<file path="src/sv/sha1sh_pkg.sv">
// Shared types and constants for the SHA-1 stream hasher.
package sha1sh_pkg;

    typedef logic [31:0] word_t;
    typedef logic [4:0][31:0] chain_t;

    // Command codes carried in the input tuser field.
    typedef enum logic [1:0]
    {
        FUNC_START  = 2'd0,
        FUNC_ABSORB = 2'd1,
        FUNC_FINISH = 2'd2,
        FUNC_NONE   = 2'd3
    } func_t;

    localparam word_t IV_H0 = 32'h67452301;
    localparam word_t IV_H1 = 32'hEFCDAB89;
    localparam word_t IV_H2 = 32'h98BADCFE;
    localparam word_t IV_H3 = 32'h10325476;
    localparam word_t IV_H4 = 32'hC3D2E1F0;

    localparam word_t K_0 = 32'h5A827999;
    localparam word_t K_1 = 32'h6ED9EBA1;
    localparam word_t K_2 = 32'h8F1BBCDC;
    localparam word_t K_3 = 32'hCA62C1D6;

    localparam logic [7:0] PAD_BYTE = 8'h80;
    localparam logic [2:0] LAST_INDEX = 3'd4;
    localparam logic [6:0] LAST_ROUND = 7'd79;

    // Requests from the controller to the compression engine.
    typedef struct packed
    {
        logic       wr_en;
        logic [5:0] wr_addr;
        logic [7:0] wr_byte;
        logic       init;
        logic       go;
    } eng_ctrl_t;

endpackage

</file>
<file path="src/sv/sha1sh_engine.sv">
// Block buffer memory, message schedule and 80-round compression with chaining words.
module sha1sh_engine
(
    input  logic                  clk,
    input  logic                  rst_n,
    input  sha1sh_pkg::eng_ctrl_t ctrl,
    output logic                  busy,
    output sha1sh_pkg::chain_t    chain
);

    typedef enum logic [1:0]
    {
        E_IDLE,
        E_ROUND,
        E_ADD
    } estate_t;

    estate_t             state_reg;
    logic [6:0]          rnd_reg;
    sha1sh_pkg::chain_t  chain_reg;
    sha1sh_pkg::word_t   a_reg, b_reg, c_reg, d_reg, e_reg;
    sha1sh_pkg::word_t   w_sh_reg [16];

    // Sixteen big-endian words; byte 4i sits in the top lane of word i.
    logic [31:0]         mem [16];
    logic [31:0]         rd_data_reg;
    logic [3:0]          rd_addr;

    sha1sh_pkg::word_t   w_mix, w_cur, f_val, k_val, a_next;

    always_ff @(posedge clk)
    begin
        if (ctrl.wr_en)
        begin
            mem[ctrl.wr_addr[5:2]][{~ctrl.wr_addr[1:0], 3'b000} +: 8] <= ctrl.wr_byte;
        end
        rd_data_reg <= mem[rd_addr];
    end

    // Word r+1 is fetched during round r, so it is ready for the next round.
    assign rd_addr = (state_reg == E_ROUND) ? (rnd_reg[3:0] + 4'd1) : 4'd0;

    always_comb
    begin
        w_mix = w_sh_reg[13] ^ w_sh_reg[8] ^ w_sh_reg[2] ^ w_sh_reg[0];
        w_cur = (rnd_reg < 7'd16) ? rd_data_reg : {w_mix[30:0], w_mix[31]};
        if (rnd_reg < 7'd20)
        begin
            f_val = (b_reg & c_reg) | (~b_reg & d_reg);
            k_val = sha1sh_pkg::K_0;
        end
        else if (rnd_reg < 7'd40)
        begin
            f_val = b_reg ^ c_reg ^ d_reg;
            k_val = sha1sh_pkg::K_1;
        end
        else if (rnd_reg < 7'd60)
        begin
            f_val = (b_reg & c_reg) | (b_reg & d_reg) | (c_reg & d_reg);
            k_val = sha1sh_pkg::K_2;
        end
        else
        begin
            f_val = b_reg ^ c_reg ^ d_reg;
            k_val = sha1sh_pkg::K_3;
        end
        a_next = {a_reg[26:0], a_reg[31:27]} + f_val + e_reg + w_cur + k_val;
    end

    always_ff @(posedge clk or negedge rst_n)
    begin
        if (!rst_n)
        begin
            state_reg <= E_IDLE;
            rnd_reg   <= '0;
            chain_reg <= {sha1sh_pkg::IV_H4, sha1sh_pkg::IV_H3, sha1sh_pkg::IV_H2,
                          sha1sh_pkg::IV_H1, sha1sh_pkg::IV_H0};
        end
        else
        begin
            unique case (state_reg)
                E_IDLE:
                begin
                    if (ctrl.init)
                    begin
                        chain_reg <= {sha1sh_pkg::IV_H4, sha1sh_pkg::IV_H3,
                                      sha1sh_pkg::IV_H2, sha1sh_pkg::IV_H1,
                                      sha1sh_pkg::IV_H0};
                    end
                    if (ctrl.go)
                    begin
                        rnd_reg   <= '0;
                        state_reg <= E_ROUND;
                    end
                end
                E_ROUND:
                begin
                    rnd_reg <= rnd_reg + 7'd1;
                    if (rnd_reg == sha1sh_pkg::LAST_ROUND)
                    begin
                        state_reg <= E_ADD;
                    end
                end
                E_ADD:
                begin
                    chain_reg[0] <= chain_reg[0] + a_reg;
                    chain_reg[1] <= chain_reg[1] + b_reg;
                    chain_reg[2] <= chain_reg[2] + c_reg;
                    chain_reg[3] <= chain_reg[3] + d_reg;
                    chain_reg[4] <= chain_reg[4] + e_reg;
                    state_reg    <= E_IDLE;
                end
                default:
                begin
                    state_reg <= E_IDLE;
                end
            endcase
        end
    end

    // Working variables and schedule window need no reset.
    always_ff @(posedge clk)
    begin
        if (state_reg == E_IDLE && ctrl.go)
        begin
            a_reg <= chain_reg[0];
            b_reg <= chain_reg[1];
            c_reg <= chain_reg[2];
            d_reg <= chain_reg[3];
            e_reg <= chain_reg[4];
        end
        else if (state_reg == E_ROUND)
        begin
            a_reg <= a_next;
            b_reg <= a_reg;
            c_reg <= {b_reg[1:0], b_reg[31:2]};
            d_reg <= c_reg;
            e_reg <= d_reg;
            for (int i = 0; i < 15; i++)
            begin
                w_sh_reg[i] <= w_sh_reg[i + 1];
            end
            w_sh_reg[15] <= w_cur;
        end
    end

    assign busy  = (state_reg != E_IDLE);
    assign chain = chain_reg;

`ifndef NO_ASSERTIONS
    a_go_starts: assert property (@(posedge clk) disable iff (!rst_n)
        (ctrl.go && state_reg == E_IDLE) |=> (state_reg == E_ROUND && rnd_reg == 7'd0))
        else $error("compression did not start after go");
    a_no_write_busy: assert property (@(posedge clk) disable iff (!rst_n)
        ctrl.wr_en |-> !busy)
        else $error("block buffer written during compression");
    a_round_range: assert property (@(posedge clk) disable iff (!rst_n)
        (state_reg == E_ROUND) |-> (rnd_reg <= sha1sh_pkg::LAST_ROUND))
        else $error("round counter out of range");
`endif

endmodule

</file>
<file path="src/sv/sha1_stream_hasher.sv">
// Top level of the SHA-1 stream hasher: command handling, padding and digest output.
//
//  channel  | dir | transfer                  | payload
//  ---------+-----+---------------------------+--------------------------------------------
//  s_*      | in  | one command               | tuser: func; tdata: data_byte
//  m_*      | out | one digest word or error  | tdata: digest_word, word_index; tlast; tuser
//
// Start, a dropped byte and a plain absorb leave the input open. The byte that fills a
// block starts the engine, which runs one round per cycle and adds the chaining words;
// the input stays closed until it is idle again. A first finish writes the padding one
// byte per cycle into the block buffer and compresses one or two blocks; a finish then
// sends five digest words, or one error word. Output stalls hold only the digest
// emission; reset is asynchronous and loads the initial chaining words with no sweep.
module sha1_stream_hasher
(
    input  logic        clk,
    input  logic        rst_n,
    input  logic        s_tvalid,
    output logic        s_tready,
    input  logic [7:0]  s_tdata,   // [7:0] data_byte
    input  logic [1:0]  s_tuser,   // [1:0] func
    output logic        m_tvalid,
    input  logic        m_tready,
    output logic [39:0] m_tdata,   // [31:0] digest_word, [34:32] word_index, zero fill
    output logic        m_tlast,   // last_word
    output logic [0:0]  m_tuser    // [0] error_flag
);

    typedef enum logic [1:0]
    {
        S_IDLE,
        S_PAD,
        S_CWAIT,
        S_EMIT
    } state_t;

    state_t                 state_reg;
    logic [5:0]             fill_reg;
    logic [60:0]            byte_cnt_reg;
    logic                   done_reg;
    logic                   bad_reg;
    logic [5:0]             pad_pos_reg;
    logic                   first_reg;
    logic                   len_blk_reg;
    logic                   err_mode_reg;
    logic [2:0]             idx_reg;
    logic                   m_valid_reg;
    logic [31:0]            m_word_reg;
    logic [2:0]             m_index_reg;
    logic                   m_last_reg;
    logic                   m_err_reg;

    sha1sh_pkg::eng_ctrl_t  ctrl;
    sha1sh_pkg::chain_t     chain;
    logic                   eng_busy;

    logic                   s_accept;
    sha1sh_pkg::func_t      func;
    logic                   absorb_ok;
    logic [60:0]            byte_cnt_next;
    logic [7:0][7:0]        len_arr;
    logic [7:0]             pad_byte;
    logic                   out_free;
    logic                   emit_last;
    logic                   emit_fire;

    assign s_tready      = (state_reg == S_IDLE) && !eng_busy;
    assign s_accept      = s_tvalid && s_tready;
    assign func          = sha1sh_pkg::func_t'(s_tuser);
    assign absorb_ok     = !done_reg && !bad_reg;
    assign byte_cnt_next = byte_cnt_reg + 61'd1;
    assign len_arr       = {byte_cnt_reg, 3'b000};
    assign out_free      = !m_valid_reg || m_tready;
    assign emit_last     = err_mode_reg || (idx_reg == sha1sh_pkg::LAST_INDEX);
    assign emit_fire     = (state_reg == S_EMIT) && out_free;

    // The length block carries the big-endian bit count in its last eight bytes.
    always_comb
    begin
        if (first_reg)
        begin
            pad_byte = sha1sh_pkg::PAD_BYTE;
        end
        else if (len_blk_reg && pad_pos_reg[5:3] == 3'b111)
        begin
            pad_byte = len_arr[~pad_pos_reg[2:0]];
        end
        else
        begin
            pad_byte = 8'h00;
        end
    end

    always_comb
    begin
        ctrl = '0;
        if (s_accept && func == sha1sh_pkg::FUNC_START)
        begin
            ctrl.init = 1'b1;
        end
        else if (s_accept && func == sha1sh_pkg::FUNC_ABSORB && absorb_ok)
        begin
            ctrl.wr_en   = 1'b1;
            ctrl.wr_addr = fill_reg;
            ctrl.wr_byte = s_tdata;
            ctrl.go      = (fill_reg == 6'd63);
        end
        else if (state_reg == S_PAD)
        begin
            ctrl.wr_en   = 1'b1;
            ctrl.wr_addr = pad_pos_reg;
            ctrl.wr_byte = pad_byte;
            ctrl.go      = (pad_pos_reg == 6'd63);
        end
    end

    sha1sh_engine u_engine
    (
        .clk   (clk),
        .rst_n (rst_n),
        .ctrl  (ctrl),
        .busy  (eng_busy),
        .chain (chain)
    );

    always_ff @(posedge clk or negedge rst_n)
    begin
        if (!rst_n)
        begin
            state_reg    <= S_IDLE;
            fill_reg     <= '0;
            byte_cnt_reg <= '0;
            done_reg     <= 1'b0;
            bad_reg      <= 1'b0;
            pad_pos_reg  <= '0;
            first_reg    <= 1'b0;
            len_blk_reg  <= 1'b0;
            err_mode_reg <= 1'b0;
            idx_reg      <= '0;
            m_valid_reg  <= 1'b0;
            m_word_reg   <= '0;
            m_index_reg  <= '0;
            m_last_reg   <= 1'b0;
            m_err_reg    <= 1'b0;
        end
        else
        begin
            if (m_valid_reg && m_tready && !emit_fire)
            begin
                m_valid_reg <= 1'b0;
            end
            unique case (state_reg)
                S_IDLE:
                begin
                    if (s_accept)
                    begin
                        unique case (func)
                            sha1sh_pkg::FUNC_START:
                            begin
                                fill_reg     <= '0;
                                byte_cnt_reg <= '0;
                                done_reg     <= 1'b0;
                                bad_reg      <= 1'b0;
                            end
                            sha1sh_pkg::FUNC_ABSORB:
                            begin
                                if (!absorb_ok)
                                begin
                                    bad_reg <= 1'b1;
                                end
                                else
                                begin
                                    fill_reg     <= fill_reg + 6'd1;
                                    byte_cnt_reg <= byte_cnt_next;
                                    if (byte_cnt_next == '0)
                                    begin
                                        bad_reg <= 1'b1;
                                    end
                                end
                            end
                            sha1sh_pkg::FUNC_FINISH:
                            begin
                                idx_reg      <= '0;
                                err_mode_reg <= bad_reg;
                                if (bad_reg || done_reg)
                                begin
                                    state_reg <= S_EMIT;
                                end
                                else
                                begin
                                    done_reg    <= 1'b1;
                                    pad_pos_reg <= fill_reg;
                                    first_reg   <= 1'b1;
                                    len_blk_reg <= (fill_reg < 6'd56);
                                    state_reg   <= S_PAD;
                                end
                            end
                            sha1sh_pkg::FUNC_NONE:
                            begin
                            end
                            default:
                            begin
                            end
                        endcase
                    end
                end
                S_PAD:
                begin
                    first_reg   <= 1'b0;
                    pad_pos_reg <= pad_pos_reg + 6'd1;
                    if (pad_pos_reg == 6'd63)
                    begin
                        state_reg <= S_CWAIT;
                    end
                end
                S_CWAIT:
                begin
                    // The engine is already busy in the first cycle here.
                    if (!eng_busy)
                    begin
                        if (len_blk_reg)
                        begin
                            fill_reg  <= '0;
                            state_reg <= S_EMIT;
                        end
                        else
                        begin
                            len_blk_reg <= 1'b1;
                            pad_pos_reg <= '0;
                            state_reg   <= S_PAD;
                        end
                    end
                end
                S_EMIT:
                begin
                    if (out_free)
                    begin
                        m_valid_reg <= 1'b1;
                        m_word_reg  <= err_mode_reg ? 32'd0 : chain[idx_reg];
                        m_index_reg <= idx_reg;
                        m_last_reg  <= emit_last;
                        m_err_reg   <= err_mode_reg;
                        idx_reg     <= idx_reg + 3'd1;
                        if (emit_last)
                        begin
                            state_reg <= S_IDLE;
                        end
                    end
                end
                default:
                begin
                    state_reg <= S_IDLE;
                end
            endcase
        end
    end

    assign m_tvalid = m_valid_reg;
    assign m_tdata  = {5'd0, m_index_reg, m_word_reg};
    assign m_tlast  = m_last_reg;
    assign m_tuser  = m_err_reg;

`ifndef NO_ASSERTIONS
    a_ready_engine_idle: assert property (@(posedge clk) disable iff (!rst_n)
        s_tready |-> !eng_busy)
        else $error("input open while compression runs");
    a_finish_closes: assert property (@(posedge clk) disable iff (!rst_n)
        (s_accept && func == sha1sh_pkg::FUNC_FINISH) |=> !s_tready)
        else $error("input open right after a finish");
    a_last_word: assert property (@(posedge clk) disable iff (!rst_n)
        (m_valid_reg && m_last_reg) |-> (m_err_reg || m_index_reg == sha1sh_pkg::LAST_INDEX))
        else $error("last flag on a word other than the fifth");
`endif

endmodule

</file>
<file path="config.mk">
export PLATFORM = sky130hd
export DESIGN_NAME = sha1_stream_hasher
export DESIGN_NICKNAME = d
export VERILOG_FILES = /design/src/sv/sha1sh_pkg.sv /design/src/sv/sha1sh_engine.sv /design/src/sv/sha1_stream_hasher.sv
export SDC_FILE = /design/constraint.sdc
export NUM_CORES = 2
export LEC_CHECK = 0
export ABC_CLOCK_PERIOD_IN_PS = 17540
export CAP_MARGIN = 20
export CORE_MARGIN = 2
export CORE_UTILIZATION = 60
export CTS_BUF_LIST = sky130_fd_sc_hd__clkbuf_2 sky130_fd_sc_hd__clkbuf_4 sky130_fd_sc_hd__clkbuf_8
export DETAILED_ROUTE_END_ITERATION = 6
export DONT_BUFFER_PORTS = 1
export GPL_ROUTABILITY_DRIVEN = 0
export HOLD_SLACK_MARGIN = 0.05
export PLACE_DENSITY_LB_ADDON = 0.15
export SLEW_MARGIN = 20
export SYNTH_ARGS = -nofsm -noshare
export SYNTH_HDL_FRONTEND = slang
export SYNTH_SLANG_ARGS = --single-unit
</file>
<file path="constraint.sdc">
create_clock -name clk -period 17.54 [get_ports clk]
set_input_delay 5.262 -clock clk [delete_from_list [all_inputs] [get_ports clk]]
set_output_delay 5.262 -clock clk [all_outputs]
set_load 0.03 [all_outputs]
</file>
==> results.md <==
* Synth Area in Simple Gates at 9.28%
* Synth Area in Adders at 7.43%
* Failing checks: antenna rules
* Register-to-Register Path Depth at 23
* Req. time, crit path at ~18 ns
* Leak at 0.0291 uW
* Slowest cell on crit path: buf_4
* Nets at a little over 6000
* Hold Startpoint: u_engine.w_sh_reg[9][12]
* Worst-path clk slew at approximately 0.06 ns
* Gate Count Post-Synth at 5726
* Vias at 47000
* Grt ovf at 0
* Worst-skew pair later-pin latency at 0.97 ns
* Total CTS buffers at 232
* Vias in the first global route at 45000
* Maxcap violations at 0
* Worst slew margin at 15.1%
* CP endpoint kind: register
* Die width at about 350 um
* Die area at 124000 um2
* Tmin final at 9.15 ns
* Clock root buffer: clkbuf_8
* Data arrival time of the critical path at a little under 10 ns
* Hold buffer count at cts at 0
* Pwr/cell area at slightly below 90 nW/um2
* Worst min path class: reg2reg
* Row Count at 127
* Seq/Total Area, Yosys at 59.8%
* Reg2Reg Setup Slack at approximately 10 ns
* R2R Path Start: u_engine.rnd_reg[4]
* Worst Hold End: u_engine.w_sh_reg[8][12]
* Area grow syn2layout at 9.14%
* Share of layout cells above drive strength 1 at 13.5%
* Hold path cells at 0
* Max Slew Vio Count at 0
* Largest net degree at the start of global routing at 291
* Postcts setup bufs at 0
* Routed Wire Length at 180000 um
* DR pass1 iterations at 6
* Yosys top cell area share at between 40% and 50%
* CTS Sinks at 1506
* Mean Syn Cell Area at roughly 13 um2
* Synth Flop Type: edfxtp_1
* Cell taking the most area after synthesis: edfxtp_1
* Final Hold Vio Count at 0
* Synth async-reset ratio at 19.3%
* Post-route insts no fill at 7561
* Post-Syn Area at 72800 um2
* Number of synthesized register bits at 1506
* Gr usage total at 29.0%
* Core box area at around 120000 um2
* Critical path peak fanout at 103
* Mux contribution to synthesized area at 6.21%
* Slew @ Worst Pin at 1.26 ns
* Startpoint types: input port
* Worst Setup SP: s_tvalid
* Final setup viols at 0
* Outcome: finished, violations left
* Final Cycle Share at 52.1%
* RSZ-0062 raised after global routing: false
* Drt drc at 0
* # port buffers at 0
* Antenna Violating Nets Remaining at 1
* Largest family of logic cells by synthesized area: compound AO/OA/AOI/OAI gates
* CP cell instances: nand2_1 -> nor3_2 -> buf_4 -> nor2_1 -> nor2_1 -> and3_4 -> nor2_1 -> inv_6 -> buf_4
* Boundary Pins at 58
* Initial Util at 60.6%
* Number of synthesized flops with an enable pin at 1184
* First-pass GRT wire length at 275000 um
* Clock Path Buffers at 3
* Htree depth at 4
* Vias per Instance at 6.22
* 1st-iter DRT viols at 4738
* Critical path class: in2reg
* TNS Setup at 0 ns
* CTS tree: built
* R2R Path End: u_engine.a_reg[31]
* Compound-cell area share of the yosys netlist at 11.5%
* FMAX at 109 MHz
* Xor/xnor share of the synthesized area at just over 3%
* Placed insts at 7112
* Die height at roughly 350 um
* Top cell by count, worst path: nor2_1
* Initial antenna violation count at 5
* Post-CTS sizing at 0
* Yosys cell types at 85
* Syn. warnings at 0
* Clock skew at about 0.05 ns
* Wire per inst at 23.9 um
* CP max stage delay at 0.84 ns
* Synth top area cells: edfxtp_1, dfrtp_1, ha_1
* Worst IR Drop VDD at 0.102 mV
* Post-DP HPWL at between 100000 and 150000 um
-- metrics by stage --
step           setup WS (ns)  hold slack, ns  power, uW  area [um2]  util, %
6_report                8.39           0.394       6970       79400     66.1
4_1_cts                 8.50           0.386       7020       79400     66.1
5_1_grt                 8.12           0.383       7170       79400     66.1
2_1_floorplan           6.51           0.400       3880       72800        -
3_3_place_gp            7.59           0.400       3880       74300     61.8
3_5_place_dp            7.48           0.405       3880       74300     61.8
-- cells in the final DEF, fill, tap and decap left out, types with 84 or more instances in the layout --
cell / synthesis / routed
xnor2_1: 172 / 172
nand2_1: 527 / 524
inv_1: 229 / 228
xor2_1: 84 / 84
mux2_2: 115 / 115
fa_1: 124 / 124
mux2i_1: 149 / 149
edfxtp_1: 1184 / 1184
nor2_1: 303 / 273
nor2b_1: 115 / 114
o21ai_0: 436 / 436
ha_1: 234 / 234
clkbuf_8: 0 / 261
a211oi_1: 137 / 137
nand3_1: 114 / 114
dfrtp_1: 210 / 207
a21oi_1: 272 / 272
-- cells by family (layout without fill, tap and decap cells) --
logic type	after synthesis	in the layout
compound gates	1331	1331
xor+xnor	256	256
fa+ha+maj	358	358
buf+inv	510	722
flops	1506	1506
mux	341	341
other cells	1	12
simple gates	1423	1423
-- layout make-up --
type | count | area (um2)
antenna | 7 | 17.5
clock buffer | 331 | 4120
clock inverter | 111 | 981
fill | 8782 | 40700
inverter | 231 | 880
multi-input combinational | 3714 | 27500
sequential | 1506 | 43600
tap | 1612 | 2020
timing repair buffer | 49 | 405
-- where the power goes --
part / switching [uW] / leakage, uW / internal [uW]
Clock: 1450 / 0.00270 / 1710
Combinational: 2.38 / 0.0120 / 0.552
Sequential: 0.0000000000000295 / 0.0144 / 3810
-- worst max-delay path by stage --
stage / end / depth (start not counted)
after floorplan: u_engine.a_reg[0] / 5
after global placement: u_engine.a_reg[30] / 9
after CTS: u_engine.d_reg[17] / 9
after detailed placement: u_engine.a_reg[30] / 9
after global routing: u_engine.a_reg[23] / 9
final: u_engine.a_reg[17] / 9
-- synth_stat cells, types with 115 or more instances --
master,n
mux2i_1,149
clkbuf_1,237
a21oi_1,272
xnor2_1,172
a211oi_1,137
ha_1,234
mux2_2,115
nor2b_1,115
fa_1,124
dfrtp_1,210
inv_1,229
nor2_1,303
nand2_1,527
o21ai_0,436
edfxtp_1,1184
-- worst max-delay path: cells and delay by family --
kind	cells	cell delay [ns]
AND/OR/NAND/NOR	6	1.94
buffers and inverters	3	2.31
-- routing by layer --
metal  vias up  wire length, um  global-route usage (%)
met5         -               15                       0
met4         2             6490                    11.5
met3       359            14200                    4.88
met2      1972            82600                    44.2
met1     23300            77200                    42.0
li1      21400                -                       -
Power figures use the tool's default switching activity.
